File: src/rtl/pst_pkg.sv
// ----------------------------------------------------------------------------
// pst_pkg
// Types and codes shared by the process slot table and its testbench.
// ----------------------------------------------------------------------------
package pst_pkg;

  localparam int PRIORITY_MAX = 255;
  localparam int LAUNCH_LIMIT = 32;
  localparam int NUMBER_W     = 15;

  typedef enum logic [1:0] {
    KIND_CREATE    = 2'd0,
    KIND_TERMINATE = 2'd1,
    KIND_PRIORITY  = 2'd2,
    KIND_UNUSED    = 2'd3
  } kind_t;

  typedef enum logic [2:0] {
    ST_OK      = 3'd0,
    ST_PARAM   = 3'd1,
    ST_ID      = 3'd2,
    ST_FULL    = 3'd3,
    ST_MISSING = 3'd4
  } status_t;

  typedef struct packed {
    status_t               status;
    logic [NUMBER_W-1:0]   assigned_id;
    logic                  launch_request;
  } result_t;

endpackage

File: src/rtl/pst_if.sv
// ----------------------------------------------------------------------------
// pst_in_if / pst_out_if
// Valid/ready channels carrying process table requests and their results.
// ----------------------------------------------------------------------------
interface pst_in_if;
  logic               valid;
  logic               ready;
  logic [1:0]         kind;
  logic signed [15:0] process_id;
  logic signed [15:0] priority_value;
  logic signed [31:0] exit_value;
  logic               has_message;

  modport source (output valid, kind, process_id, priority_value, exit_value,
                  has_message, input ready);
  modport sink   (input valid, kind, process_id, priority_value, exit_value,
                  has_message, output ready);
endinterface

interface pst_out_if;
  logic        valid;
  logic        ready;
  logic [2:0]  status;
  logic [14:0] assigned_id;
  logic        launch_request;

  modport source (output valid, status, assigned_id, launch_request, input ready);
  modport sink   (input valid, status, assigned_id, launch_request, output ready);
endinterface

File: src/rtl/process_slot_table_top.sv
// ----------------------------------------------------------------------------
// process_slot_table_top
// Process slot table: create, terminate and change-priority requests.
// ----------------------------------------------------------------------------
// usage:
//   in_ch carries one request item (kind, process_id, priority_value,
//   exit_value, has_message); out_ch returns exactly one result item per
//   request (status, assigned_id, launch_request), in request order.
//   parameter checks run when the item is taken; a request that passes them
//   scans the slots one per cycle through a single read port on the number
//   store and one shared match compare, stopping at the first matching slot.
//   in_ready is high only while no request is in progress.
//   an output register holds a finished result; while the receiver stalls
//   one further request may be taken and worked on, and its result waits
//   until the output register is free.
//   reset (rst_n low, synchronous) leaves slot 0 active with number 0, all
//   other slots free and the number counter at 1; no clearing pass is needed.
// ----------------------------------------------------------------------------
module process_slot_table_top #(
  parameter int SLOT_COUNT = 32
) (
  input  logic       clk,
  input  logic       rst_n,
  pst_in_if.sink     in_ch,
  pst_out_if.source  out_ch
);

  localparam int IDX_W = (SLOT_COUNT > 1) ? $clog2(SLOT_COUNT) : 1;
  localparam logic [IDX_W-1:0] LAST_IDX = IDX_W'(SLOT_COUNT - 1);
  localparam int NW = pst_pkg::NUMBER_W;

  typedef enum logic [2:0] {
    S_IDLE = 3'b001,
    S_SCAN = 3'b010,
    S_DONE = 3'b100
  } state_t;

  state_t state_r, state_nxt;

  // request fields held for the scan
  logic [1:0]         kind_r;
  logic signed [15:0] id_r;
  logic [7:0]         pri_r;
  logic [31:0]        exit_r;
  logic               msg_r;

  logic [NW-1:0]         cnt_r, cnt_nxt;
  logic [SLOT_COUNT-1:0] active_r, active_nxt;

  // scan pipeline: issue stage reads, check stage compares
  logic [IDX_W-1:0] idx_r, idx_nxt;
  logic             issue_r, issue_nxt;
  logic             chk_v_r;
  logic [IDX_W-1:0] chk_idx_r;
  logic             chk_act_r;
  logic [NW-1:0]    num_rd_r;

  pst_pkg::result_t res_r, res_nxt;
  pst_pkg::result_t out_res_r;
  logic             out_valid_r;

  logic [NW-1:0] slot_num_mem [SLOT_COUNT];
  logic [7:0]    slot_pri_mem [SLOT_COUNT];
  logic [31:0]   slot_exit_mem[SLOT_COUNT];

  logic in_fire, out_free;
  logic pri_bad, id_big, term_bad, prio_bad;
  logic [NW-1:0] num_eff;
  logic match, hit, last_miss;
  logic num_we, pri_we, exit_we;
  logic [31:0] exit_wdata;

  assign in_fire  = in_ch.valid && in_ch.ready;
  assign out_free = !out_valid_r || out_ch.ready;

  // early checks on the incoming item
  assign pri_bad  = in_ch.priority_value[15] ||
                    (in_ch.priority_value > 16'(pst_pkg::PRIORITY_MAX));
  assign id_big   = (int'(in_ch.process_id) >= SLOT_COUNT);
  assign term_bad = in_ch.process_id[15] || (in_ch.process_id == 16'sd0) || id_big;
  assign prio_bad = in_ch.process_id[15] || id_big;

  // slot 0 number is never written and stays 0
  assign num_eff = (chk_idx_r == '0) ? '0 : num_rd_r;
  assign match   = ({1'b0, num_eff} == id_r);
  assign hit     = chk_v_r && ((kind_r == pst_pkg::KIND_CREATE) ? !chk_act_r
                                                                : (chk_act_r && match));
  assign last_miss = chk_v_r && !hit && (chk_idx_r == LAST_IDX);

  always_comb begin
    state_nxt  = state_r;
    idx_nxt    = idx_r;
    issue_nxt  = issue_r;
    res_nxt    = res_r;
    cnt_nxt    = cnt_r;
    active_nxt = active_r;
    num_we     = 1'b0;
    pri_we     = 1'b0;
    exit_we    = 1'b0;
    exit_wdata = exit_r;
    case (state_r)
      S_IDLE: begin
        if (in_fire) begin
          res_nxt   = '{status: pst_pkg::ST_OK, assigned_id: '0, launch_request: 1'b0};
          idx_nxt   = IDX_W'(1);
          issue_nxt = 1'b1;
          state_nxt = S_SCAN;
          case (in_ch.kind)
            pst_pkg::KIND_CREATE: begin
              if (pri_bad) begin
                res_nxt.status = pst_pkg::ST_PARAM;
                state_nxt      = S_DONE;
              end
            end
            pst_pkg::KIND_TERMINATE: begin
              if (term_bad) begin
                res_nxt.status = pst_pkg::ST_ID;
                state_nxt      = S_DONE;
              end
            end
            pst_pkg::KIND_PRIORITY: begin
              idx_nxt = '0;
              if (pri_bad) begin
                res_nxt.status = pst_pkg::ST_PARAM;
                state_nxt      = S_DONE;
              end else if (prio_bad) begin
                res_nxt.status = pst_pkg::ST_ID;
                state_nxt      = S_DONE;
              end
            end
            default: begin
              res_nxt.status = pst_pkg::ST_PARAM;
              state_nxt      = S_DONE;
            end
          endcase
        end
      end
      S_SCAN: begin
        if (issue_r) begin
          if (idx_r == LAST_IDX) issue_nxt = 1'b0;
          else idx_nxt = idx_r + IDX_W'(1);
        end
        if (hit) begin
          state_nxt = S_DONE;
          issue_nxt = 1'b0;
          case (kind_r)
            pst_pkg::KIND_CREATE: begin
              active_nxt[chk_idx_r] = 1'b1;
              num_we     = 1'b1;
              pri_we     = 1'b1;
              exit_we    = 1'b1;
              exit_wdata = '0;
              res_nxt.assigned_id    = cnt_r;
              res_nxt.launch_request = msg_r && (cnt_r < NW'(pst_pkg::LAUNCH_LIMIT));
              if (cnt_r != '1) cnt_nxt = cnt_r + NW'(1);
            end
            pst_pkg::KIND_TERMINATE: begin
              active_nxt[chk_idx_r] = 1'b0;
              exit_we = 1'b1;
            end
            default: begin
              pri_we = 1'b1;
            end
          endcase
        end else if (last_miss) begin
          state_nxt      = S_DONE;
          res_nxt.status = (kind_r == pst_pkg::KIND_CREATE) ? pst_pkg::ST_FULL
                                                            : pst_pkg::ST_MISSING;
        end
      end
      S_DONE: begin
        if (out_free) state_nxt = S_IDLE;
      end
      default: begin
        state_nxt = S_IDLE;
      end
    endcase
  end

  always_ff @(posedge clk) begin
    if (!rst_n) begin
      state_r     <= S_IDLE;
      issue_r     <= 1'b0;
      chk_v_r     <= 1'b0;
      cnt_r       <= NW'(1);
      active_r    <= SLOT_COUNT'(1);
      out_valid_r <= 1'b0;
    end else begin
      state_r  <= state_nxt;
      issue_r  <= issue_nxt;
      chk_v_r  <= (state_r == S_SCAN) && issue_r && !hit;
      cnt_r    <= cnt_nxt;
      active_r <= active_nxt;
      if (state_r == S_DONE && out_free) out_valid_r <= 1'b1;
      else if (out_ch.ready)              out_valid_r <= 1'b0;
    end
  end

  always_ff @(posedge clk) begin
    idx_r     <= idx_nxt;
    res_r     <= res_nxt;
    chk_idx_r <= idx_r;
    chk_act_r <= active_r[idx_r];
    if (in_fire) begin
      kind_r <= in_ch.kind;
      id_r   <= in_ch.process_id;
      pri_r  <= in_ch.priority_value[7:0];
      exit_r <= in_ch.exit_value;
      msg_r  <= in_ch.has_message;
    end
    if (state_r == S_DONE && out_free) out_res_r <= res_r;
  end

  // slot stores
  always_ff @(posedge clk) begin
    if (num_we)  slot_num_mem[chk_idx_r]  <= cnt_r;
    if (pri_we)  slot_pri_mem[chk_idx_r]  <= pri_r;
    if (exit_we) slot_exit_mem[chk_idx_r] <= exit_wdata;
    num_rd_r <= slot_num_mem[idx_r];
  end

  assign in_ch.ready           = (state_r == S_IDLE);
  assign out_ch.valid          = out_valid_r;
  assign out_ch.status         = out_res_r.status;
  assign out_ch.assigned_id    = out_res_r.assigned_id;
  assign out_ch.launch_request = out_res_r.launch_request;

  // checks
  a_slot0_active: assert property (@(posedge clk) disable iff (!rst_n)
    active_r[0])
    else $error("slot 0 lost its active mark");

  a_counter_nonzero: assert property (@(posedge clk) disable iff (!rst_n)
    cnt_r != '0)
    else $error("process number counter reached zero");

  a_launch_ok: assert property (@(posedge clk) disable iff (!rst_n)
    out_ch.valid && out_ch.launch_request |->
      (out_ch.status == pst_pkg::ST_OK) &&
      (out_ch.assigned_id < 15'(pst_pkg::LAUNCH_LIMIT)))
    else $error("launch request without a successful low-numbered create");

  a_create_free_slot: assert property (@(posedge clk) disable iff (!rst_n)
    hit && (kind_r == pst_pkg::KIND_CREATE) |=> active_r[$past(chk_idx_r)])
    else $error("create did not mark its slot active");

endmodule

File: src/flat_wrapper.sv
// flat-port wrapper written by rule: the top's interface ports become plain ports
module process_slot_table_top_flat 
#(
  parameter int SLOT_COUNT = 32
)
  (clk, rst_n, in_ch_valid, in_ch_kind, in_ch_process_id, in_ch_priority_value, in_ch_exit_value, in_ch_has_message, in_ch_ready, out_ch_valid, out_ch_status, out_ch_assigned_id, out_ch_launch_request, out_ch_ready);
  pst_in_if in_ch_i ();
  pst_out_if out_ch_i ();
  input  logic clk;
  input  logic rst_n;
  input wire logic [$bits(in_ch_i.valid)-1:0] in_ch_valid;
  input wire logic [$bits(in_ch_i.kind)-1:0] in_ch_kind;
  input wire logic [$bits(in_ch_i.process_id)-1:0] in_ch_process_id;
  input wire logic [$bits(in_ch_i.priority_value)-1:0] in_ch_priority_value;
  input wire logic [$bits(in_ch_i.exit_value)-1:0] in_ch_exit_value;
  input wire logic [$bits(in_ch_i.has_message)-1:0] in_ch_has_message;
  output wire logic [$bits(in_ch_i.ready)-1:0] in_ch_ready;
  output wire logic [$bits(out_ch_i.valid)-1:0] out_ch_valid;
  output wire logic [$bits(out_ch_i.status)-1:0] out_ch_status;
  output wire logic [$bits(out_ch_i.assigned_id)-1:0] out_ch_assigned_id;
  output wire logic [$bits(out_ch_i.launch_request)-1:0] out_ch_launch_request;
  input wire logic [$bits(out_ch_i.ready)-1:0] out_ch_ready;
  assign in_ch_i.valid = in_ch_valid;
  assign in_ch_i.kind = in_ch_kind;
  assign in_ch_i.process_id = in_ch_process_id;
  assign in_ch_i.priority_value = in_ch_priority_value;
  assign in_ch_i.exit_value = in_ch_exit_value;
  assign in_ch_i.has_message = in_ch_has_message;
  assign in_ch_ready = in_ch_i.ready;
  assign out_ch_valid = out_ch_i.valid;
  assign out_ch_status = out_ch_i.status;
  assign out_ch_assigned_id = out_ch_i.assigned_id;
  assign out_ch_launch_request = out_ch_i.launch_request;
  assign out_ch_i.ready = out_ch_ready;
  process_slot_table_top #(.SLOT_COUNT(SLOT_COUNT)) u_core (.clk(clk), .rst_n(rst_n), .in_ch(in_ch_i), .out_ch(out_ch_i));
endmodule
File: config.mk
export PLATFORM = sky130hd
export DESIGN_NAME = process_slot_table_top_flat
export DESIGN_NICKNAME = d
export VERILOG_FILES = /design/src/rtl/pst_pkg.sv /design/src/rtl/pst_if.sv /design/src/rtl/process_slot_table_top.sv /design/src/flat_wrapper.sv
export SDC_FILE = /design/constraint.sdc
export NUM_CORES = 1
export LEC_CHECK = 0
export CORE_MARGIN = 5
export CORE_UTILIZATION = 55
export CTS_BUF_LIST = sky130_fd_sc_hd__clkbuf_8
export CTS_CLUSTER_SIZE = 24
export DETAILED_ROUTE_END_ITERATION = 12
export DONT_BUFFER_PORTS = 1
export PLACE_DENSITY = 0.7
export SLEW_MARGIN = 0
export SYNTH_ARGS = -nofsm -noshare
export SYNTH_HDL_FRONTEND = slang
export SYNTH_SLANG_ARGS = --single-unit
export TNS_END_PERCENT = 30
File: constraint.sdc
create_clock -name clk -period 4.5 [get_ports clk]
set_clock_uncertainty 0.15 [all_clocks]
set_input_delay 0.9 -clock clk [delete_from_list [all_inputs] [get_ports clk]]
set_output_delay 0.9 -clock clk [all_outputs]
set_load 0.005 [all_outputs]
==> results of run 1 <==
placed cells by master, fill, tap and decap left out, types with 3 or more instances in the layout:
| cell type | instances |
|---|---|
| a21oi_1 | 29 |
| a31oi_1 | 22 |
| and2_1 | 34 |
| and3_1 | 7 |
| and4_1 | 3 |
| buf_12 | 4 |
| buf_4 | 57 |
| bufinv_16 | 3 |
| clkbuf_8 | 101 |
| clkinv_1 | 21 |
| clkinv_2 | 8 |
| dfxtp_1 | 74 |
| edfxtp_1 | 542 |
| ha_1 | 3 |
| inv_1 | 40 |
| mux2_2 | 16 |
| mux4_2 | 160 |
| nand2_1 | 71 |
| nand2b_1 | 9 |
| nand3_1 | 13 |
| nand3b_1 | 4 |
| nand4_1 | 5 |
| nor2_1 | 55 |
| nor2b_1 | 4 |
| nor3_1 | 21 |
| nor3b_1 | 3 |
| nor4_1 | 6 |
| nor4bb_1 | 6 |
| o21ai_0 | 22 |
| o21ai_1 | 10 |
| o2bb2ai_1 | 3 |
| o32ai_1 | 5 |
| or2_2 | 5 |
| or3_1 | 4 |
| xnor2_1 | 20 |
| xor2_1 | 3 |
logic make-up (layout without fill, tap and decap cells):
group / after synthesis / after routing
other cells: 0 / 1
simple gates: 261 / 261
compound gates: 108 / 108
xor+xnor: 23 / 23
fa+ha+maj: 3 / 3
flops: 616 / 616
mux: 179 / 179
buf+inv: 74 / 242
per-stage QoR:
stage,total power [mW],setup slack [ns],hold WS (ns),cells
after floorplan,6.58,1.86,0.193,1264
after global placement,6.66,1.30,0.251,1838
after detailed placement,6.66,1.30,0.255,1838
after CTS,11.0,1.28,0.103,2017
after global routing,11.3,1.11,0.132,2018
final,10.9,1.24,0.166,2018
critical path, stage by stage, from the launching register on:
cell	delay, ns
edfxtp_1	0.46
nor3_1	0.43
and2_1	0.39
nand2_1	0.30
nor2_1	0.83
buf_4	0.37
sequential cells by signal (all words and copies together) (netlist names), named ones only:
| register | flops |
|---|---|
| u_core.slot_num_mem | 480 |
| u_core.res_r | 19 |
| u_core.chk_idx_r | 5 |
| u_core.kind_r | 2 |
| u_core.msg_r | 1 |
| u_core.out_ch.valid | 1 |
| u_core.idx_r | 5 |
| u_core.num_rd_r | 15 |
| u_core.out_ch.launch_request | 1 |
| u_core.out_ch.assigned_id | 15 |
| u_core.out_ch.status | 3 |
| u_core.cnt_r | 15 |
| u_core.issue_r | 1 |
| u_core.id_r | 16 |
| u_core.state_r | 3 |
| u_core.chk_act_r | 1 |
| u_core.chk_v_r | 1 |
power by group through the flow:
stage | clock network, mW | logic [mW] | registers, mW
finish | 4.39 | 0.308 | 6.23
global route | 4.78 | 0.333 | 6.23
CTS | 4.50 | 0.314 | 6.23
detailed placement | 0 | 0.313 | 6.35
global placement | 0 | 0.311 | 6.35
floorplan | 0 | 0.256 | 6.32
worst min-delay path by stage:
stage	slack, ns	end	depth (start not counted)
finish	0.17	u_core.state_r[0]$_SDFFE_PN1P_	1
global route	0.13	u_core.msg_r$_DFFE_PP_	0
CTS	0.10	u_core.cnt_r[0]$_SDFFE_PN1P_	1
detailed placement	0.26	u_core.out_ch.status[0]$_DFFE_PP_	0
global placement	0.25	u_core.out_ch.assigned_id[6]$_DFFE_PP_	0
floorplan	0.19	u_core.chk_idx_r[2]$_DFF_P_	0
area by class of cell:
class	instances	area [um^2]	area share [%]
well taps	585	732	2.72
diodes	1	2.50	0.00930
multi-input cells	574	6080	22.6
inverters	2	7.51	0.0279
clock inverters	78	440	1.64
flip-flops and latches	616	17800	66.0
repair buffers	61	508	1.89
clock buffers	101	1390	5.16
layer usage:
metal / up-vias / track usage (%) / wire length, um
met5: - / 0 / 0
met4: 0 / 8.39 / 1510
met3: 78 / 4.33 / 4480
met2: 570 / 36.3 / 25800
met1: 6469 / 31.3 / 21000
li1: 5328 / - / -
==> implementation parameters, run 1 <==
Parameter                              Value

Clocking
  Post-CTS resize count ... 0
  Post-CTS Repair Setup Buffers ... 0
  Clk pin slew, worst setup/hold paths ... 0.06 ns
  Number of levels the H-tree was split into ... 3
  Root buffer cell ... clkbuf_8
  Clock tree sinks ... 616
  Number of buffers added by the clock tree synthesis step ... 95
  Number of buffers on the longest clock path ... 3
  Clock insertion delay at the later pin of the skew report ... 0.68 ns
  Clock tree from TritonCTS ... built
  Cts hold-fix bufs ... 0

STA
  Final period util ... 72.4%
  Achievable frequency ... 307 MHz
  Final Setup Violations ... 0
  Tmin final ... 3.26 ns
  Final Hold Fails ... 0
  Normalized max-slew margin ... 33.2%
  RSZ-0062 raised after global routing ... false
  Max Transition Viols Final ... 0
  Slew at the pin closest to its max-slew limit ... 0.999 ns
  Summed negative setup slack over all endpoints ... 0 ns

Route
  Remaining number of nets flagged by the antenna check after routing ... 0
  First drt pass iteration count ... 5
  Vias per cell ... 6.17
  Final routed DRC violation total ... 0
  Vias after detailed routing ... 12.4k
  Routed wire length ... 52.8 mm
  Drt first-iter violations ... 1,392
  Wirelength per Cell ... 26.1 um

Floorplan
  Area inside the core boundary ... 43,300 um^2
  Std cell rows ... 76
  Initial Util ... 55.8%
  Die W ... 220 um
  Die outline height ... 220 um
  Total Die Area ... 48,200 um^2
  Count of boundary I/O pins ... 92

Setup path
  Top fanout value on the critical path ... 10
  Setup crit end ... u_core.slot_num_mem[16][7]$_DFFE_PP_
  Required time of the critical path ... 4.70 ns
  Origin of the critical flop-to-flop path ... u_core.kind_r[0]$_DFFE_PP_
  Crit Path Class ... flop to flop
  Arrival time of data at the critical path endpoint ... 3.46 ns
  Worst r2r path cells ... 5
  Crit path capture type ... flop
  RR Endpoint ... u_core.slot_num_mem[16][7]$_DFFE_PP_
  Crit path launch ... u_core.kind_r[0]$_DFFE_PP_
  Startpoint kind of the worst setup timing path ... flop
  Internal reg-to-reg setup slack ... 1.24 ns

Yosys
  Gate count after technology mapping ... 1,264
  Share of async-settable or async-resettable flops after synthesis ... 0%
  Top post-synthesis cells by count ... edfxtp_1, mux4_2, dfxtp_1
  Dominant combinational cell family by area after synthesis ... multiplexers
  Nets in the synthesized netlist ... 1,338
  Average instance area after synthesis ... 19.1 um^2
  Synth warn ... 0
  Area fraction in compound gates after synthesis ... 2.74%
  Post-synthesis mux area share ... 15.8%
  Share of the synthesized area in the top cell type ... 67.4%
  Portion of the post-synthesis area used by sequential elements ... 73.5%
  Most instantiated library cell after synthesis ... edfxtp_1
  Post-synth EDFFs ... 542
  Number of storage elements in the synthesis netlist ... 616
  Synth top area cells ... edfxtp_1, mux4_2, dfxtp_1, nand2_1, and2_1
  Post-Syn Area ... 24,100 um^2
  Synth Area in XOR/XNOR ... 0.834%
  Synth area leader ... edfxtp_1
  Post-synth top flop ... edfxtp_1
  Library cells used by synthesis ... 58
  Post-synthesis share of cell area spent on full adders, half adders and majority gates ... 0.155%
  Post-Synth Simple-Gate Area ... 5.63%

Finish
  Layout overhead on the synthesized area ... 11.5%
  Final Util ... 62.2%
  Filler Cell Count ... 2,942
  Layout cells sized above 1 ... 26.0%
  Layout net count ... 1,424
  Final std cell area, no fill ... 26,900 um^2

GRT
  Number of global-route vias before repair ... 12.5k
  Largest net degree at the start of global routing ... 132
  Number of antenna violations at the first check in global routing ... 3
  Global-route wire length before repair ... 79.3 mm
  Overall track demand over capacity in global routing ... 22.6%
  Residual overflow from global routing ... 0

Place
  Placement-stage cell area ... 25,100 um^2
  Port Buffers ... 0
  Half-perimeter wire length after placement ... 29.4 mm
  Global placement routability congestion ... 0.845

Power and ir drop
  Switching power of the nets ... 2.34 mW
  Cell leakage power ... 8.51 nW
  Power density over cell area ... 406 nW/um^2
  Internal power ... 8.60 mW
  Sw Ratio ... 21.4%
  Fraction of power consumed by combinational cells ... 2.8%
  Largest vdd supply drop ... 0.231 mV
  Clock network fraction of design power ... 40.2%
  Sequential Power Share ... 57.0%

Hold path
  Worst hold path class ... input port to flop
  Hold path startpoint ... rst_n

Job
  Max cap viols ... 0

Status
  Result of the run ... complete, no violations
(Power assumes the default switching activity.)
==> run 2, diff against run 1 <==
Clock period 4.5 ns to 3.3 ns, I/O delays scaled along.
==> run 2 against run 1 <==
Net effect:
- critical path depth grew 1
- non-clock buffer count grew 27
- maximum frequency grew 12%
- first-iteration DRC count shrank 5.9%
- flip-flop and latch count is the same
- setup slack lost 0.86 ns
- via count shrank 0.35%
- total power grew 33%
- largest power group unchanged
- highest routed layer unchanged
==> implementation parameters, run 2 (synthesis results as in run 1) <==
Parameter                              Value

Status
  Result of the run ... complete, no violations

Clocking
  Clk pin slew, worst setup/hold paths ... 0.06 ns
  Clock insertion delay at the later pin of the skew report ... 0.67 ns
  Number of levels the H-tree was split into ... 3
  Clock tree sinks ... 616
  Clock tree from TritonCTS ... built
  Number of buffers added by the clock tree synthesis step ... 94
  Post-CTS Repair Setup Buffers ... 0
  Root buffer cell ... clkbuf_8
  Number of buffers on the longest clock path ... 3

Hold path
  Hold path startpoint ... rst_n
  Worst hold path class ... input port to flop
  Worst Hold Depth ... 2

Floorplan
  Count of boundary I/O pins ... 92
  Std cell rows ... 76
  Total Die Area ... 48,200 um^2
  Initial Util ... 55.8%
  Area inside the core boundary ... 43,300 um^2
  Die outline height ... 220 um
  Die W ... 220 um

Finish
  Most common library cell in the layout ignoring fill and taps ... edfxtp_1
  Layout overhead on the synthesized area ... 12.3%
  Final std cell area, no fill ... 27,100 um^2
  Layout net count ... 1,450
  Filler Cell Count ... 2,965
  Number of flip-flops in the largest register ... 480
  Register ranked first by flip-flop count ... u_core.slot_num_mem
  Most frequent cells in the layout ... edfxtp_1, mux4_2, clkbuf_8, dfxtp_1, nand2_1
  Final Util ... 62.6%
  Top flop regs ... u_core.slot_num_mem (480), u_core.res_r (19), u_core.id_r (16)
  Layout cells sized above 1 ... 25.6%

Setup path
  Internal reg-to-reg setup slack ... 0.38 ns
  Worst r2r path cells ... 6
  Cell-by-cell trace of the critical path ... or3_1, nor3_4, o32ai_1, nand4_1, o31ai_2, o31ai_1
  Crit. path cell count ... 6
  Crit path launch ... u_core.chk_idx_r[2]$_DFF_P_
  Required time of the critical path ... 3.44 ns
  Crit Path Class ... flop to flop
  Arrival time of data at the critical path endpoint ... 3.06 ns
  Delay of the slowest critical-path stage ... 0.55 ns
  Origin of the critical flop-to-flop path ... u_core.chk_idx_r[2]$_DFF_P_
  Crit path capture type ... flop
  Startpoint kind of the worst setup timing path ... flop
  CP delay by family, top ... simple AND/OR/NAND/NOR gates
  Bufs and invs on worst path ... 0
  RR Endpoint ... u_core.res_r[17]$_DFFE_PP_
  Crit-path slowest cell ... or3_1
  Top fanout value on the critical path ... 14

GRT
  Residual overflow from global routing ... 0
  Number of global-route vias before repair ... 12.5k
  Overall track demand over capacity in global routing ... 22.1%
  Largest net degree at the start of global routing ... 54
  Global-route wire length before repair ... 77.9 mm
  Number of antenna violations at the first check in global routing ... 1

STA
  RSZ-0062 raised after global routing ... false
  Achievable frequency ... 343 MHz
  Final Hold Fails ... 0
  Tmin final ... 2.92 ns
  Max Transition Viols Final ... 0
  Normalized max-slew margin ... 30.6%
  Worst Slack Setup Final ... 0.384 ns
  Slew at the pin closest to its max-slew limit ... 1.04 ns
  Final period util ... 88.4%
  Final Setup Violations ... 0
  Summed negative setup slack over all endpoints ... 0 ns

Power and ir drop
  Cell leakage power ... 8.75 nW
  Largest vdd supply drop ... 0.279 mV
  Power density over cell area ... 535 nW/um^2

Route
  Wirelength per Cell ... 25.6 um
  Remaining number of nets flagged by the antenna check after routing ... 0
  First drt pass iteration count ... 5
  Vias after detailed routing ... 12.4k
  Final routed DRC violation total ... 0
  Drt first-iter violations ... 1,310
  Routed wire length ... 52.2 mm
  Vias per cell ... 6.09

Place
  Port Buffers ... 0
  Placement-stage cell area ... 25,200 um^2
  Half-perimeter wire length after placement ... 30.0 mm
  Global placement routability congestion ... 0.856
  Worst slack at placement ... 0.454 ns

Job
  Max cap viols ... 0
run 2: how the worst max path moves through the flow:
| stage | endpoint | slack [ns] |
|---|---|---|
| after floorplan | u_core.slot_num_mem[14][0]$_DFFE_PP_ | 0.66 |
| after global placement | u_core.res_r[17]$_DFFE_PP_ | 0.52 |
| after detailed placement | u_core.res_r[17]$_DFFE_PP_ | 0.45 |
| after CTS | u_core.res_r[17]$_DFFE_PP_ | 0.41 |
| after global routing | u_core.res_r[17]$_DFFE_PP_ | 0.25 |
| final | u_core.res_r[17]$_DFFE_PP_ | 0.38 |
run 2: cell type report:
class                   instances  area, um^2  area share, %
flip-flops and latches        616       17800           65.5
multi-input cells             574        6080           22.4
clock buffers                  98        1350           4.98
repair buffers                 88         873           3.22
well taps                     585         732           2.70
clock inverters                72         298           1.10
inverters                       2        7.51         0.0277
diodes                          2        5.00         0.0185
run 2: metrics by stage:
stage,power (mW),hold WS (ns),std cells
after floorplan,8.97,0.193,1264
after global placement,9.11,0.251,1844
after detailed placement,9.11,0.257,1844
after CTS,14.6,0.00933,2035
after global routing,15.1,0.0254,2036
final,14.5,0.0493,2037
run 2: power by group:
part | switching, mW | internal (mW) | leakage [nW]
sequential | 0.0758 | 8.43 | 5.61
combinational | 0.246 | 0.230 | 2.16
clock | 2.78 | 2.74 | 0.988
run 2: timing repair:
action                                 in CTS  in global routing
hold buffers                               21                  0
resized for setup                           0                  0
endpoints found under the hold margin      70                  0
run 2: per-layer routing:
| metal | vias to the layer above | track usage (%) | wire [um] |
|---|---|---|---|
| met5 | - | 0 | 0 |
| met4 | 0 | 7.49 | 1310 |
| met3 | 78 | 4.77 | 4030 |
| met2 | 530 | 36.0 | 25700 |
| met1 | 6427 | 30.3 | 21200 |
| li1 | 5366 | - | - |
